==> src/rtl/tssg_pkg.sv <==
package tssg_pkg;

  localparam int COORD_BITS    = 12;
  localparam int FRAC_BITS_DEF = 16;
  localparam int BPP_DEF       = 3;
  localparam int FW_BITS       = 13;
  localparam int ADDR_BITS     = 26;
  localparam int FW_RESET      = 640;

  typedef struct packed {
    logic                  operation;
    logic [COORD_BITS-1:0] vertex_a_x;
    logic [COORD_BITS-1:0] vertex_a_y;
    logic [COORD_BITS-1:0] vertex_b_x;
    logic [COORD_BITS-1:0] vertex_b_y;
    logic [COORD_BITS-1:0] vertex_c_x;
    logic [COORD_BITS-1:0] vertex_c_y;
  } in_word_t;

  typedef struct packed {
    logic [COORD_BITS-1:0] span_row;
    logic [COORD_BITS-1:0] span_x_first;
    logic [COORD_BITS:0]   span_x_end;
    logic [ADDR_BITS-1:0]  span_address;
    logic                  span_empty;
    logic                  last_span;
  } out_word_t;

  localparam logic OP_LOAD = 1'b0;
  localparam logic OP_STEP = 1'b1;

  typedef enum logic [2:0] {
    DIV_SPLIT,
    DIV_UP_B,
    DIV_UP_E,
    DIV_LO_P,
    DIV_LO_Q
  } div_sel_t;

  typedef struct packed {
    logic     load;
    logic     span;
    logic     classify;
    logic     div_start;
    logic     div_capture;
    logic     emit;
    div_sel_t div_sel;
  } ctrl_cmd_t;

  typedef struct packed {
    logic flat_top;
    logic flat_bot;
    logic need_lower;
    logic div_done;
  } dp_status_t;

endpackage

==> src/rtl/tssg_div.sv <==
module tssg_div import tssg_pkg::*; #(
  parameter int DVD_W = 28,
  parameter int DVS_W = 13
) (
  input  logic             clk,
  input  logic             rst_n,
  input  logic             start,
  input  logic [DVD_W-1:0] dividend,
  input  logic [DVS_W-1:0] divisor,
  output logic [DVD_W-1:0] quotient,
  output logic [DVS_W-1:0] remainder,
  output logic             done
);

  localparam int CNT_W = $clog2(DVD_W + 1);

  logic [DVD_W-1:0] quo_r;
  logic [DVS_W-1:0] rem_r;
  logic [DVS_W-1:0] dvs_r;
  logic [CNT_W-1:0] cnt_r;
  logic             done_r;
  logic [DVS_W:0]   rem_sh;
  logic [DVS_W:0]   diff;

  // one quotient bit per cycle, restoring
  assign rem_sh = {rem_r, quo_r[DVD_W-1]};
  assign diff   = rem_sh - {1'b0, dvs_r};

  always_ff @(posedge clk) begin
    if (!rst_n) begin
      cnt_r  <= '0;
      done_r <= 1'b0;
    end else begin
      done_r <= 1'b0;
      if (start) begin
        quo_r <= dividend;
        rem_r <= '0;
        dvs_r <= divisor;
        cnt_r <= CNT_W'(DVD_W);
      end else if (cnt_r != '0) begin
        if (!diff[DVS_W]) begin
          rem_r <= diff[DVS_W-1:0];
          quo_r <= {quo_r[DVD_W-2:0], 1'b1};
        end else begin
          rem_r <= rem_sh[DVS_W-1:0];
          quo_r <= {quo_r[DVD_W-2:0], 1'b0};
        end
        cnt_r  <= cnt_r - 1'b1;
        done_r <= (cnt_r == CNT_W'(1));
      end
    end
  end

  assign quotient  = quo_r;
  assign remainder = rem_r;
  assign done      = done_r;

endmodule

==> src/rtl/tssg_ctrl.sv <==
module tssg_ctrl import tssg_pkg::*; (
  input  logic       clk,
  input  logic       rst_n,
  input  logic       start,
  input  logic       in_op,
  input  dp_status_t status,
  output ctrl_cmd_t  cmd,
  output logic       busy
);

  typedef enum logic [2:0] {
    ST_IDLE,
    ST_CLASS,
    ST_DIV_GO,
    ST_DIV_WAIT,
    ST_EMIT
  } state_t;

  state_t   state_r, state_nxt;
  div_sel_t sel_r, sel_nxt;

  always_comb begin
    state_nxt       = state_r;
    sel_nxt         = sel_r;
    cmd             = '0;
    cmd.div_sel     = sel_r;
    case (state_r)
      ST_IDLE: begin
        if (start) begin
          if (in_op == OP_LOAD) begin
            cmd.load  = 1'b1;
            state_nxt = ST_CLASS;
          end else begin
            cmd.span  = 1'b1;
            state_nxt = ST_EMIT;
          end
        end
      end
      ST_CLASS: begin
        cmd.classify = 1'b1;
        if (status.flat_top && status.flat_bot) begin
          state_nxt = ST_IDLE;
        end else if (status.flat_bot) begin
          sel_nxt   = DIV_UP_B;
          state_nxt = ST_DIV_GO;
        end else if (status.flat_top) begin
          sel_nxt   = DIV_LO_P;
          state_nxt = ST_DIV_GO;
        end else begin
          sel_nxt   = DIV_SPLIT;
          state_nxt = ST_DIV_GO;
        end
      end
      ST_DIV_GO: begin
        cmd.div_start = 1'b1;
        state_nxt     = ST_DIV_WAIT;
      end
      ST_DIV_WAIT: begin
        if (status.div_done) begin
          cmd.div_capture = 1'b1;
          state_nxt       = ST_DIV_GO;
          case (sel_r)
            DIV_SPLIT: sel_nxt = DIV_UP_B;
            DIV_UP_B:  sel_nxt = DIV_UP_E;
            DIV_LO_P:  sel_nxt = DIV_LO_Q;
            default:   state_nxt = ST_IDLE;
          endcase
        end
      end
      ST_EMIT: begin
        cmd.emit = 1'b1;
        // upper half of a split triangle done: set up the lower edges
        if (status.need_lower) begin
          sel_nxt   = DIV_LO_P;
          state_nxt = ST_DIV_GO;
        end else begin
          state_nxt = ST_IDLE;
        end
      end
      default: state_nxt = ST_IDLE;
    endcase
  end

  always_ff @(posedge clk) begin
    if (!rst_n) begin
      state_r <= ST_IDLE;
      sel_r   <= DIV_SPLIT;
    end else begin
      state_r <= state_nxt;
      sel_r   <= sel_nxt;
    end
  end

  assign busy = (state_r != ST_IDLE);

endmodule

==> src/rtl/tssg_dp.sv <==
module tssg_dp import tssg_pkg::*; #(
  parameter int FRAC_BITS       = FRAC_BITS_DEF,
  parameter int BYTES_PER_PIXEL = BPP_DEF
) (
  input  logic               clk,
  input  logic               rst_n,
  input  in_word_t           in_word,
  input  ctrl_cmd_t          cmd,
  output dp_status_t         status,
  input  logic               cfg_we,
  input  logic [FW_BITS-1:0] cfg_data,
  output logic               out_valid,
  output out_word_t          out_word
);

  localparam int C     = COORD_BITS;
  localparam int POS_W = C + FRAC_BITS + 1;
  localparam int DVS_W = C + 1;
  localparam int DVD_W = (C + FRAC_BITS > 2 * C + 2) ? C + FRAC_BITS : 2 * C + 2;
  localparam int N_W   = 2 * C + 3;
  localparam int ROW_W = C + 1;

  localparam logic [1:0] PH_IDLE  = 2'd0;
  localparam logic [1:0] PH_UPPER = 2'd1;
  localparam logic [1:0] PH_SPLIT = 2'd2;
  localparam logic [1:0] PH_LOWER = 2'd3;

  logic [FW_BITS-1:0]    fw_r;
  logic [C-1:0]          ax_r, ay_r, bx_r, by_r, cx_r, cy_r;
  logic [C-1:0]          split_r;
  logic [1:0]            phase_r;
  logic [ROW_W-1:0]      row_r;
  logic signed [POS_W-1:0] lpos_r, rpos_r, lslope_r, rslope_r, tmp_r;
  logic signed [N_W-1:0] n_r;
  logic [C-1:0]          first_r;
  logic [C:0]            end_r;
  logic [ADDR_BITS-1:0]  prod_r;
  logic                  out_valid_r;
  out_word_t             out_word_r;

  // sorting network on the load word
  logic [C-1:0] sx0, sy0, sx1, sy1, sx2, sy2, tx, ty;
  always_comb begin
    tx  = '0; ty = '0;
    sx0 = in_word.vertex_a_x; sy0 = in_word.vertex_a_y;
    sx1 = in_word.vertex_b_x; sy1 = in_word.vertex_b_y;
    sx2 = in_word.vertex_c_x; sy2 = in_word.vertex_c_y;
    if (sy0 > sy2) begin
      tx = sx0; ty = sy0; sx0 = sx2; sy0 = sy2; sx2 = tx; sy2 = ty;
    end
    if (sy0 > sy1) begin
      tx = sx0; ty = sy0; sx0 = sx1; sy0 = sy1; sx1 = tx; sy1 = ty;
    end
    if (sy1 > sy2) begin
      tx = sx1; ty = sy1; sx1 = sx2; sy1 = sy2; sx2 = tx; sy2 = ty;
    end
  end

  // split numerator 2*(by-ay)*(cx-ax) + (cy-ay)
  logic [C-1:0]            d_up, d_lo, d_all;
  logic signed [C:0]       d_cx_ax;
  logic signed [2*C+1:0]   num;
  logic signed [N_W-1:0]   n_nxt;
  assign d_up    = by_r - ay_r;
  assign d_lo    = cy_r - by_r;
  assign d_all   = cy_r - ay_r;
  assign d_cx_ax = $signed({1'b0, cx_r}) - $signed({1'b0, ax_r});
  assign num     = $signed({1'b0, d_up}) * d_cx_ax;
  assign n_nxt   = (N_W'(num) <<< 1) + $signed({{(N_W - C){1'b0}}, d_all});

  // divider operands
  logic [C-1:0]       dxa, dxb, dy;
  logic signed [C:0]  dx;
  logic               dx_neg, n_neg;
  logic [C:0]         dx_mag;
  logic [N_W-1:0]     n_mag;
  logic [DVD_W-1:0]   dvd;
  logic [DVS_W-1:0]   dvs;
  logic [DVD_W-1:0]   quo;
  logic [DVS_W-1:0]   rem;
  logic               div_done;

  always_comb begin
    dxa = cx_r;
    dxb = bx_r;
    dy  = d_lo;
    case (cmd.div_sel)
      DIV_UP_B: begin dxa = bx_r;    dxb = ax_r;    dy = d_up; end
      DIV_UP_E: begin dxa = split_r; dxb = ax_r;    dy = d_up; end
      DIV_LO_P: begin dxa = cx_r;    dxb = split_r; dy = d_lo; end
      default:  begin dxa = cx_r;    dxb = bx_r;    dy = d_lo; end
    endcase
  end

  assign dx     = $signed({1'b0, dxa}) - $signed({1'b0, dxb});
  assign dx_neg = dx[C];
  assign dx_mag = dx_neg ? -dx : dx;
  assign n_neg  = n_r[N_W-1];
  assign n_mag  = n_neg ? -n_r : n_r;

  always_comb begin
    if (cmd.div_sel == DIV_SPLIT) begin
      dvd = DVD_W'(n_mag[N_W-2:0]);
      dvs = {d_all, 1'b0};
    end else begin
      dvd = DVD_W'({dx_mag[C-1:0], {FRAC_BITS{1'b0}}});
      dvs = DVS_W'(dy);
    end
  end

  tssg_div #(.DVD_W(DVD_W), .DVS_W(DVS_W)) u_div (
    .clk      (clk),
    .rst_n    (rst_n),
    .start    (cmd.div_start),
    .dividend (dvd),
    .divisor  (dvs),
    .quotient (quo),
    .remainder(rem),
    .done     (div_done)
  );

  // slope truncates toward zero, zero-height edge gives 0
  logic signed [POS_W-1:0] q_pos, slope_res;
  assign q_pos     = $signed(POS_W'(quo));
  assign slope_res = (dy == '0) ? '0 : (dx_neg ? -q_pos : q_pos);

  // split x rounded to nearest (floor of value plus one half)
  logic [C+2:0]        q_mag;
  logic signed [C+2:0] q_s, s_sum;
  logic [C-1:0]        split_val;
  assign q_mag = (C+3)'(quo[C+1:0]) + (C+3)'(n_neg && (rem != '0));
  assign q_s   = n_neg ? -$signed(q_mag) : $signed(q_mag);
  assign s_sum = $signed((C+3)'(ax_r)) + q_s;
  always_comb begin
    if (s_sum < 0)
      split_val = '0;
    else if (s_sum > $signed((C+3)'((1 << C) - 1)))
      split_val = '1;
    else
      split_val = s_sum[C-1:0];
  end

  // span edges
  logic [C-1:0]   first_c;
  logic [C:0]     end_c;
  logic [POS_W:0] rsum;
  logic [ADDR_BITS-1:0] prod_c;
  assign first_c = lpos_r[POS_W-1] ? '0 : lpos_r[FRAC_BITS+C-1:FRAC_BITS];
  assign rsum    = {1'b0, rpos_r} + (POS_W+1)'((1 << FRAC_BITS) - 1);
  assign end_c   = rpos_r[POS_W-1] ? '0 : rsum[FRAC_BITS+C:FRAC_BITS];
  assign prod_c  = ADDR_BITS'(row_r * fw_r) + ADDR_BITS'(first_c);

  logic [ROW_W-1:0] row_inc;
  logic             up_end, lo_end;
  assign row_inc = row_r + 1'b1;
  assign up_end  = (row_inc >= {1'b0, by_r});
  assign lo_end  = (row_r <= {1'b0, by_r});

  assign status.flat_top   = (ay_r == by_r);
  assign status.flat_bot   = (by_r == cy_r);
  assign status.need_lower = (phase_r == PH_SPLIT) && up_end;
  assign status.div_done   = div_done;

  always_ff @(posedge clk) begin
    if (!rst_n) begin
      fw_r        <= FW_BITS'(FW_RESET);
      phase_r     <= PH_IDLE;
      out_valid_r <= 1'b0;
    end else begin
      out_valid_r <= cmd.emit;
      if (cfg_we)
        fw_r <= cfg_data;

      if (cmd.load) begin
        ax_r <= sx0; ay_r <= sy0;
        bx_r <= sx1; by_r <= sy1;
        cx_r <= sx2; cy_r <= sy2;
      end

      if (cmd.classify) begin
        n_r <= n_nxt;
        if (status.flat_bot) begin
          split_r <= cx_r;
          phase_r <= status.flat_top ? PH_IDLE : PH_UPPER;
        end else if (status.flat_top) begin
          split_r <= ax_r;
        end else begin
          phase_r <= PH_SPLIT;
        end
      end

      if (cmd.span) begin
        first_r <= first_c;
        end_r   <= end_c;
        prod_r  <= prod_c;
      end

      if (cmd.div_capture) begin
        case (cmd.div_sel)
          DIV_SPLIT: split_r <= split_val;
          DIV_UP_B:  tmp_r   <= slope_res;
          DIV_LO_P:  tmp_r   <= slope_res;
          DIV_UP_E: begin
            if (bx_r < split_r) begin
              lslope_r <= tmp_r;
              rslope_r <= slope_res;
            end else begin
              lslope_r <= slope_res;
              rslope_r <= tmp_r;
            end
            lpos_r <= $signed(POS_W'({ax_r, {FRAC_BITS{1'b0}}}));
            rpos_r <= $signed(POS_W'({ax_r, {FRAC_BITS{1'b0}}}));
            row_r  <= ROW_W'(ay_r);
          end
          default: begin
            if (split_r < bx_r) begin
              lslope_r <= tmp_r;
              rslope_r <= slope_res;
            end else begin
              lslope_r <= slope_res;
              rslope_r <= tmp_r;
            end
            lpos_r  <= $signed(POS_W'({cx_r, {FRAC_BITS{1'b0}}}));
            rpos_r  <= $signed(POS_W'({cx_r, {FRAC_BITS{1'b0}}}));
            row_r   <= ROW_W'(cy_r);
            phase_r <= PH_LOWER;
          end
        endcase
      end

      if (cmd.emit) begin
        if (phase_r == PH_LOWER) begin
          if (lo_end) begin
            phase_r <= PH_IDLE;
          end else begin
            lpos_r <= lpos_r - lslope_r;
            rpos_r <= rpos_r - rslope_r;
            row_r  <= row_r - 1'b1;
          end
        end else if (phase_r != PH_IDLE) begin
          lpos_r <= lpos_r + lslope_r;
          rpos_r <= rpos_r + rslope_r;
          row_r  <= row_inc;
          if (up_end && (phase_r == PH_UPPER))
            phase_r <= PH_IDLE;
        end
      end
    end
  end

  always_ff @(posedge clk) begin
    if (cmd.emit) begin
      if (phase_r == PH_IDLE) begin
        out_word_r.span_row     <= '0;
        out_word_r.span_x_first <= '0;
        out_word_r.span_x_end   <= '0;
        out_word_r.span_address <= '0;
        out_word_r.span_empty   <= 1'b1;
        out_word_r.last_span    <= 1'b1;
      end else begin
        out_word_r.span_row     <= row_r[C-1:0];
        out_word_r.span_x_first <= first_r;
        out_word_r.span_x_end   <= end_r;
        out_word_r.span_address <= ADDR_BITS'(prod_r * ADDR_BITS'(BYTES_PER_PIXEL));
        out_word_r.span_empty   <= ({1'b0, first_r} >= end_r);
        out_word_r.last_span    <= (phase_r == PH_LOWER) ? lo_end
                                   : ((phase_r == PH_UPPER) && up_end);
      end
    end
  end

  assign out_valid = out_valid_r;
  assign out_word  = out_word_r;

endmodule

==> src/rtl/triangle_scanline_span_generator_unit.sv <==
// Scanline span generator for one triangle at a time. A load word (operation 0) takes
// three vertices, sorts them by y and sets up the edge slopes with a shared
// one-bit-per-cycle divider (dividend width DVD_W = max(12+FRAC_BITS, 26)); a general
// triangle needs three divisions (split x and two upper slopes), a flat one needs two
// and a triangle whose three rows are all equal needs none. A step word (operation 1)
// gives one span on out_word with a one-cycle out_valid strobe: the span edges are
// registered on accept, then the emit state registers the word. The step that ends
// the upper half of a split triangle keeps busy high while the two lower edge slopes
// are set up. Results cannot be held off: the receiver must take each strobed word.
// frame_width is written through cfg_valid/cfg_data; the user must write it only
// while the unit is idle, as the block itself does not enforce this.
module triangle_scanline_span_generator_unit import tssg_pkg::*; #(
  parameter int FRAC_BITS       = FRAC_BITS_DEF,
  parameter int BYTES_PER_PIXEL = BPP_DEF
) (
  input  logic               clk,
  input  logic               rst_n,
  input  logic               start,
  output logic               busy,
  input  in_word_t           in_word,
  output logic               out_valid,
  output out_word_t          out_word,
  input  logic               cfg_valid,
  output logic               cfg_ready,
  input  logic [FW_BITS-1:0] cfg_data
);

  ctrl_cmd_t  cmd;
  dp_status_t status;

  assign cfg_ready = 1'b1;

  tssg_ctrl u_ctrl (
    .clk   (clk),
    .rst_n (rst_n),
    .start (start),
    .in_op (in_word.operation),
    .status(status),
    .cmd   (cmd),
    .busy  (busy)
  );

  tssg_dp #(.FRAC_BITS(FRAC_BITS), .BYTES_PER_PIXEL(BYTES_PER_PIXEL)) u_dp (
    .clk      (clk),
    .rst_n    (rst_n),
    .in_word  (in_word),
    .cmd      (cmd),
    .status   (status),
    .cfg_we   (cfg_valid && cfg_ready),
    .cfg_data (cfg_data),
    .out_valid(out_valid),
    .out_word (out_word)
  );

endmodule

==> config.mk <==
export PLATFORM = sky130hd
export DESIGN_NAME = triangle_scanline_span_generator_unit
export DESIGN_NICKNAME = d
export VERILOG_FILES = /design/src/rtl/tssg_pkg.sv /design/src/rtl/tssg_div.sv /design/src/rtl/tssg_ctrl.sv /design/src/rtl/tssg_dp.sv /design/src/rtl/triangle_scanline_span_generator_unit.sv
export SDC_FILE = /design/constraint.sdc
export NUM_CORES = 2
export LEC_CHECK = 0
export BUFFER_PORTS_ARGS = -buffer_cell sky130_fd_sc_hd__buf_2
export CAP_MARGIN = 5
export CORE_UTILIZATION = 25
export DETAILED_ROUTE_END_ITERATION = 8
export GPL_ROUTABILITY_DRIVEN = 0
export GPL_TIMING_DRIVEN = 0
export PLACE_DENSITY = 0.44
export SLEW_MARGIN = 20
export SYNTH_ARGS = -nofsm -noshare
export SYNTH_HDL_FRONTEND = slang
export SYNTH_SLANG_ARGS = --single-unit
==> constraint.sdc <==
create_clock -name clk -period 13.15 [get_ports clk]
set_input_delay 1.315 -clock clk [delete_from_list [all_inputs] [get_ports clk]]
set_output_delay 1.315 -clock clk [all_outputs]
set_load 0.05 [all_outputs]
== After elaboration in Yosys (flattened, before gate mapping) ==
Index checks and enable logic that the tools add are counted.

* Flip-flop bits (word level): 467
* Input port bits: 90
* Output and inout bits: 68
* Logic and storage cells: 217

* Add/sub/neg operators: 22
* Multipliers: 3
* Order comparisons: 10
* Eq/ne operators: 18
* Multiplexer cells: 96
* Bitwise logic cells: 3
* Reduce and logical (&&, ||, !) cells: 29

{| class="wikitable"
|+ Operators by type and width
! cell !! number
|-
| two-way mux 29 bit || 16
|-
| two-way mux 12 bit || 23
|-
| case mux 29 bit (2 select lines) || 4
|-
| two-way mux 13 bit || 7
|-
| two-way mux 28 bit || 3
|-
| adder 29 bit || 2
|-
| subtractor 29 bit || 2
|-
| multiplier 13 x 13 -> 26 bit || 2
|-
| case mux 12 bit (2 select lines) || 2
|-
| greater-than comparator 12 bit || 3
|-
| subtractor 12 bit || 3
|-
| two-way mux 2 bit || 17
|-
| adder 29 x 16 -> 29 bit (second input constant) || 1
|-
| negator 28 -> 29 bit || 1
|-
| adder 27 x 13 -> 27 bit || 1
|-
| adder 26 x 12 -> 26 bit || 1
|-
| multiplier 26 x 2 -> 26 bit (second input constant) || 1
|-
| two-way mux 26 bit || 1
|-
| negator 26 bit || 1
|-
| case mux 13 bit (2 select lines) || 1
|-
| subtractor 12 x 12 -> 13 bit || 2
|-
| equality test 12 bit || 2
|-
| less-than comparator 12 bit || 2
|-
| two-way mux 3 bit || 6
|-
| other kinds (42) || 77
|}

== Logic depth before layout (Yosys ltp) ==
* Depth after elaboration: 11
* Gate-level depth with buffers: 36
* Gate-level depth less buffers: 36

== By module ==
A second synthesis with hierarchy kept.

* Cells, all modules: 5,566
* Area, all modules: 49,308.5 µm²

{| class="wikitable"
|+ By module, submodules not included
! module !! times used !! cells an instance !! area each (µm²) !! sequential area each (µm²)
|-
| tssg_dp || 1 || 5,247 || 45,643.8 || 11,881.4
|-
| tssg_div || 1 || 260 || 3,221.8 || 1,741.7
|-
| tssg_ctrl || 1 || 57 || 431.7 || 120.1
|-
| triangle_scanline_span_generator_unit || 1 || 2 || 11.3 || 0.0
|}

== Least setup slack after synthesis ==
OpenSTA, ideal clock, no wires.

* Path type: flip-flop to flip-flop
* Start point: reg u_dp.ax_r[0]
* End point: reg u_dp.n_r[25], data pin
* Library setup time: 0.264 ns
* Arrival time: 8.120 ns
* Data required time: 12.886 ns
* Slack: 4.766 ns
* Stages on the path, launching flop included: 34
* Buffers on the path: 1
* Period minus slack after synthesis: 8.384 ns
* Path through: edfxtp_1 -> ha_1 -> fa_1 -> nor2b_1 -> o21ai_0 -> a21boi_0 -> o21ai_0 -> a21boi_0 -> o21ai_0 -> nand2b_1 -> a311oi_1 -> or3_1 -> clkbuf_1 -> nand2_1 -> fa_1 -> fa_1 -> inv_1 -> fa_1 -> fa_1 -> fa_1 -> inv_1 -> fa_1 -> inv_1 -> ha_1 -> a211o_1 -> o221ai_1 -> a21oi_1 -> o31ai_1 -> a21oi_1 -> o31a_1 -> a311oi_1 -> xor2_1 -> nand4b_1 -> xor2_1

* Word-level cells in the longest chain between the ends: 3

{| class="wikitable"
|+ RTL lines
! element !! RTL line !! text
|-
| from (decl) || tssg_dp.sv:29 || <nowiki>logic [C-1:0] ax_r, ay_r, bx_r, by_r, cx_r, cy_r;</nowiki>
|-
| from (signal assigned) || tssg_dp.sv:175 || <nowiki>ax_r <= sx0; ay_r <= sy0;</nowiki>
|-
| subtractor 12 x 12 -> 13 bit || tssg_dp.sv:67 || <nowiki>assign d_cx_ax = $signed({1'b0, cx_r}) - $signed({1'b0, ax_r});</nowiki>
|-
| multiplier 13 x 13 -> 26 bit || tssg_dp.sv:68 || <nowiki>assign num = $signed({1'b0, d_up}) * d_cx_ax;</nowiki>
|-
| adder 27 x 13 -> 27 bit || tssg_dp.sv:69 || <nowiki>assign n_nxt = (N_W'(num) <<< 1) + $signed({{(N_W - C){1'b0}}, d_all});</nowiki>
|-
| net u_dp.n_nxt[25] || tssg_dp.sv:63 || <nowiki>logic signed [N_W-1:0] n_nxt;</nowiki>
|-
| to (signal assigned) || tssg_dp.sv:181 || <nowiki>n_r <= n_nxt;</nowiki>
|-
| to (decl) || tssg_dp.sv:34 || <nowiki>logic signed [N_W-1:0] n_r;</nowiki>
|}

The timed path passes the listed nets, and every way through them passes these cells.
A chain may end at the register's enable or synchronous reset.

== Worst setup path after layout ==
* Start point: reg u_dp.cx_r[0]
* End point: reg u_dp.n_r[25], data pin

* Word-level cells in the longest chain between the ends: 3

{| class="wikitable"
|+ RTL lines
! element !! RTL line !! text
|-
| from (decl) || tssg_dp.sv:29 ||
|-
| from (signal assigned) || tssg_dp.sv:177 || <nowiki>cx_r <= sx2; cy_r <= sy2;</nowiki>
|-
| subtractor 12 x 12 -> 13 bit || tssg_dp.sv:67 ||
|-
| multiplier 13 x 13 -> 26 bit || tssg_dp.sv:68 ||
|-
| adder 27 x 13 -> 27 bit || tssg_dp.sv:69 ||
|-
| net u_dp.n_nxt[25] || tssg_dp.sv:63 ||
|}

The timed path passes the listed nets, and every way through them passes these cells.

==> results.md <==
- Status: finished, final reports clean
- Worst Hold Class: flip-flop to flip-flop
- Clk slew on worst S/H paths: 60 ps
- CTS H-Tree Depth: 2
- CP startpoint: u_dp.cx_r[0]
- Mapped Cells: 5419
- CTS root buffer: clkbuf_16
- DRT Pass-1 Iters: 6
- CP arrival: 10570 ps
- Slowest Stage Delay on Critical Path: 670 ps
- Worst Tran Pin Value: 1160 ps
- Slowest CP cell: edfxtp_1
- Post-DRT Antenna Nets: 0
- Mapped Area: 48800 sq um
- Ys async rst share: 0%
- DRT iter0 DRCs: 3603
- R2r worst-path depth: 34
- R2r endpoint: u_dp.n_r[25]
- PwrDens: 296 nW/um^2
- Fin crit share: 77.1%
- Kind of critical path: flip-flop to flip-flop
- Synth cell types: 95
- Unrepaired setup endpoints after global routing: no
- Core footprint: 193000 sq um
- Most frequent cells in the layout: 580 x inv_1, 507 x ha_1, 496 x nand2_1
- CTS sink cnt: 467
- Clock Latency Late Sink: 710 ps
- Critical path's most frequent cell: fa_1
- Filler cells: 20.5k
- Crit. path cell count: 34
- Chip Width: 444 um
- DP Cell Count: 8126
- Critical Path Start Type: flip-flop
- Final Hold Vio Count: 0
- Leakage: 23.2 nW
- WP data required: 13580 ps
- Via density: 5.08
- WP buf/inv: 5
- R2R Setup Slk: 3010 ps
- Worst-case clock buffer depth: 3
- Max Freq: 98.6 MHz
- Initial Util: 25.3%
- Height of the die: 444 um
- Initial antenna violation count: 4
- Fin Setup TNS: 0 ps
- First-pass GRT wire length: 257000 um
- # rows: 161
- Die ar.: 197000 sq um
- Final Slew Violations: 0
- Seq/Total Area, Yosys: 28.2%
- Footprint of the multi-input gates: 31900 sq um
- Num CTS Buffers: 61
- Io pins: 158
- Post-Syn Nets: 6268
- Average size of a mapped cell: 9.01 sq um
- Final non-filler cell total: 8243
- Area after DPL: 53200 sq um
- Min-delay src: u_dp.u_div.cnt_r[1]
- WL/cell: 21.0 um
- Setup Viol. Count Final: 0
- Count of hold-fix buffers inserted at cts: 0
- Setup crit end: u_dp.n_r[25]
- Post-route cell area: 55300 sq um
- Vias: 41.8k
- Crit path max fanout: 10
- WL final: 173000 um
- Number of post-CTS setup repair buffers: 0
- Yosys warning total: 0
- CTS tree: yes
- FF+latch count, synth: 467
- MaxCap Viol Count: 0
- CP Capture Type: flip-flop
- Top Family by Delay on Critical Path: adder cells
- Storage cell area: 13700 sq um
- Final min period: 10140 ps
- Largest net degree at the start of global routing: 47
- Final net count: 6512
- R2R Path Start: u_dp.cx_r[0]
- Worst relative slew slack: 22.5%
- Residual DRC: 0
- Vias in the first global route: 40.4k
- GRT Util Overall: 17.0%
- GRT overflow: 0
- Layout area overhead: 13.3%
- Post-CTS sizing: 0
- Maximum VDD drop: 0.569 mV
- Synth Flop Type: edfxtp_1
- Number of synthesized flops with an enable pin: 439
- Fraction of layout cells with a size suffix above 1: 7.75%
- Skew final: 28.0 ps
- PortBufs: 155
- HPWL after detailed placement: 141000 um
- Most common cell after layout, fill and taps aside: inv_1
-- final cells by class --
cell class | instances | share of cell area, %
Clock inverter | 43 | 0.936
Buffer | 274 | 2.03
Clock buffer | 71 | 2.92
Timing Repair Buffer | 181 | 2.01
Tap cell | 2526 | 5.71
Inverter | 582 | 3.95
Antenna cell | 3 | 0.0136
Sequential cell | 467 | 24.8
Multi-Input combinational cell | 4096 | 57.6
-- per-stage QoR --
stage               setup slack [ps]  util, %  power [W]  hold WS [ps]
floorplan                       4770        -     0.0116           458
finish                          3010     28.6     0.0164           517
global placement                1740     27.3     0.0146           477
detailed placement              3000     27.5     0.0147           507
CTS                             2940     28.6     0.0166           514
global route                    2240     28.6     0.0181           555
-- state kept, by name (all words and copies together) (netlist names), 26 cells and up --
register	flops
u_dp.rpos_r	29
u_dp.out_word	65
u_dp.rslope_r	29
u_dp.tmp_r	29
u_dp.lpos_r	29
u_dp.prod_r	26
u_dp.u_div.quotient	28
u_dp.n_r	27
u_dp.lslope_r	29
-- synthesized netlist by cell type, types with 17 or more instances --
cell type	instances	area, sq um
mux2i_1	71	711
inv_1	580	2180
o221a_2	19	214
ha_1	507	6340
nand2b_1	83	519
nand2_1	496	1860
a211oi_1	42	315
fa_1	252	5040
a32o_1	22	220
nor3_1	106	531
xor2_1	110	963
o21bai_1	54	405
a221oi_1	36	315
a21o_1	76	571
nor4_1	32	200
a22oi_1	33	248
and2_1	113	707
dfxtp_1	28	561
a21oi_1	320	1600
nand4_1	39	244
xnor2_1	150	1310
a31oi_1	30	188
a21boi_0	22	165
nor2_1	421	1580
nor2b_1	102	638
a221o_1	43	430
o21ai_0	220	1100
nor3b_1	21	158
buf_2	27	135
edfxtp_1	439	13200
and3_1	42	263
o22ai_1	42	263
mux2_2	27	304
buf_1	27	101
clkbuf_1	209	785
or3_1	36	225
o211ai_1	29	218
a311oi_1	17	149
o31ai_1	93	698
o221ai_1	41	359
or2_2	17	106
nand3_1	79	395
o21a_1	56	420
-- logic make-up (layout without fill, tap and decap cells) --
group / count (synthesis) / after routing / share of synthesized area (%)
AOI/OAI and AO/OA: 1331 / 1331 / 18.7
buffers and inverters: 856 / 1151 / 6.77
DFF: 467 / 467 / 28.2
and+or+nand+nor: 1646 / 1646 / 16.2
adders and majority gates: 759 / 759 / 23.3
muxes: 98 / 98 / 2.08
other: 1 / 4 / 0.00768
xor gates and xnor gates: 261 / 261 / 4.70
-- metal layers --
metal	GRT usage [%]	vias up	part of all wire (%)
met5	0	-	0.020
li1	-	19800	-
met2	28.0	1221	46
met1	23.4	20600	46
met4	5.05	6	2.9
met3	1.82	244	4.9
-- how the worst min path moves through the flow --
stage	endpoint	slack, ps	cells after the start
finish	u_dp.u_div.cnt_r[1]	520	2
global route	u_dp.u_div.cnt_r[4]	550	2
CTS	u_dp.u_div.cnt_r[1]	510	2
detailed placement	u_dp.u_div.cnt_r[1]	510	2
global placement	u_dp.u_div.cnt_r[4]	480	2
floorplan	u_dp.u_div.cnt_r[4]	460	2
-- power by group --
group	total [W]	switching, W	internal, W
registers	0.00256	0.000196	0.00236
logic	0.0121	0.00714	0.00492
clock network	0.00179	0.000743	0.00105
total	0.0164	0.00808	0.00832
-- worst register-to-register path: cells and delay by family (launching register included) --
kind / cells / cell delay [ps]
AOI/OAI and AO/OA: 13 / 3050
xor gates and xnor gates: 3 / 790
adders and majority gates: 9 / 4030
buffers and inverters: 5 / 670
DFF: 1 / 670
and+or+nand+nor: 4 / 690
Note: power is estimated with default switching activity, not from simulation.
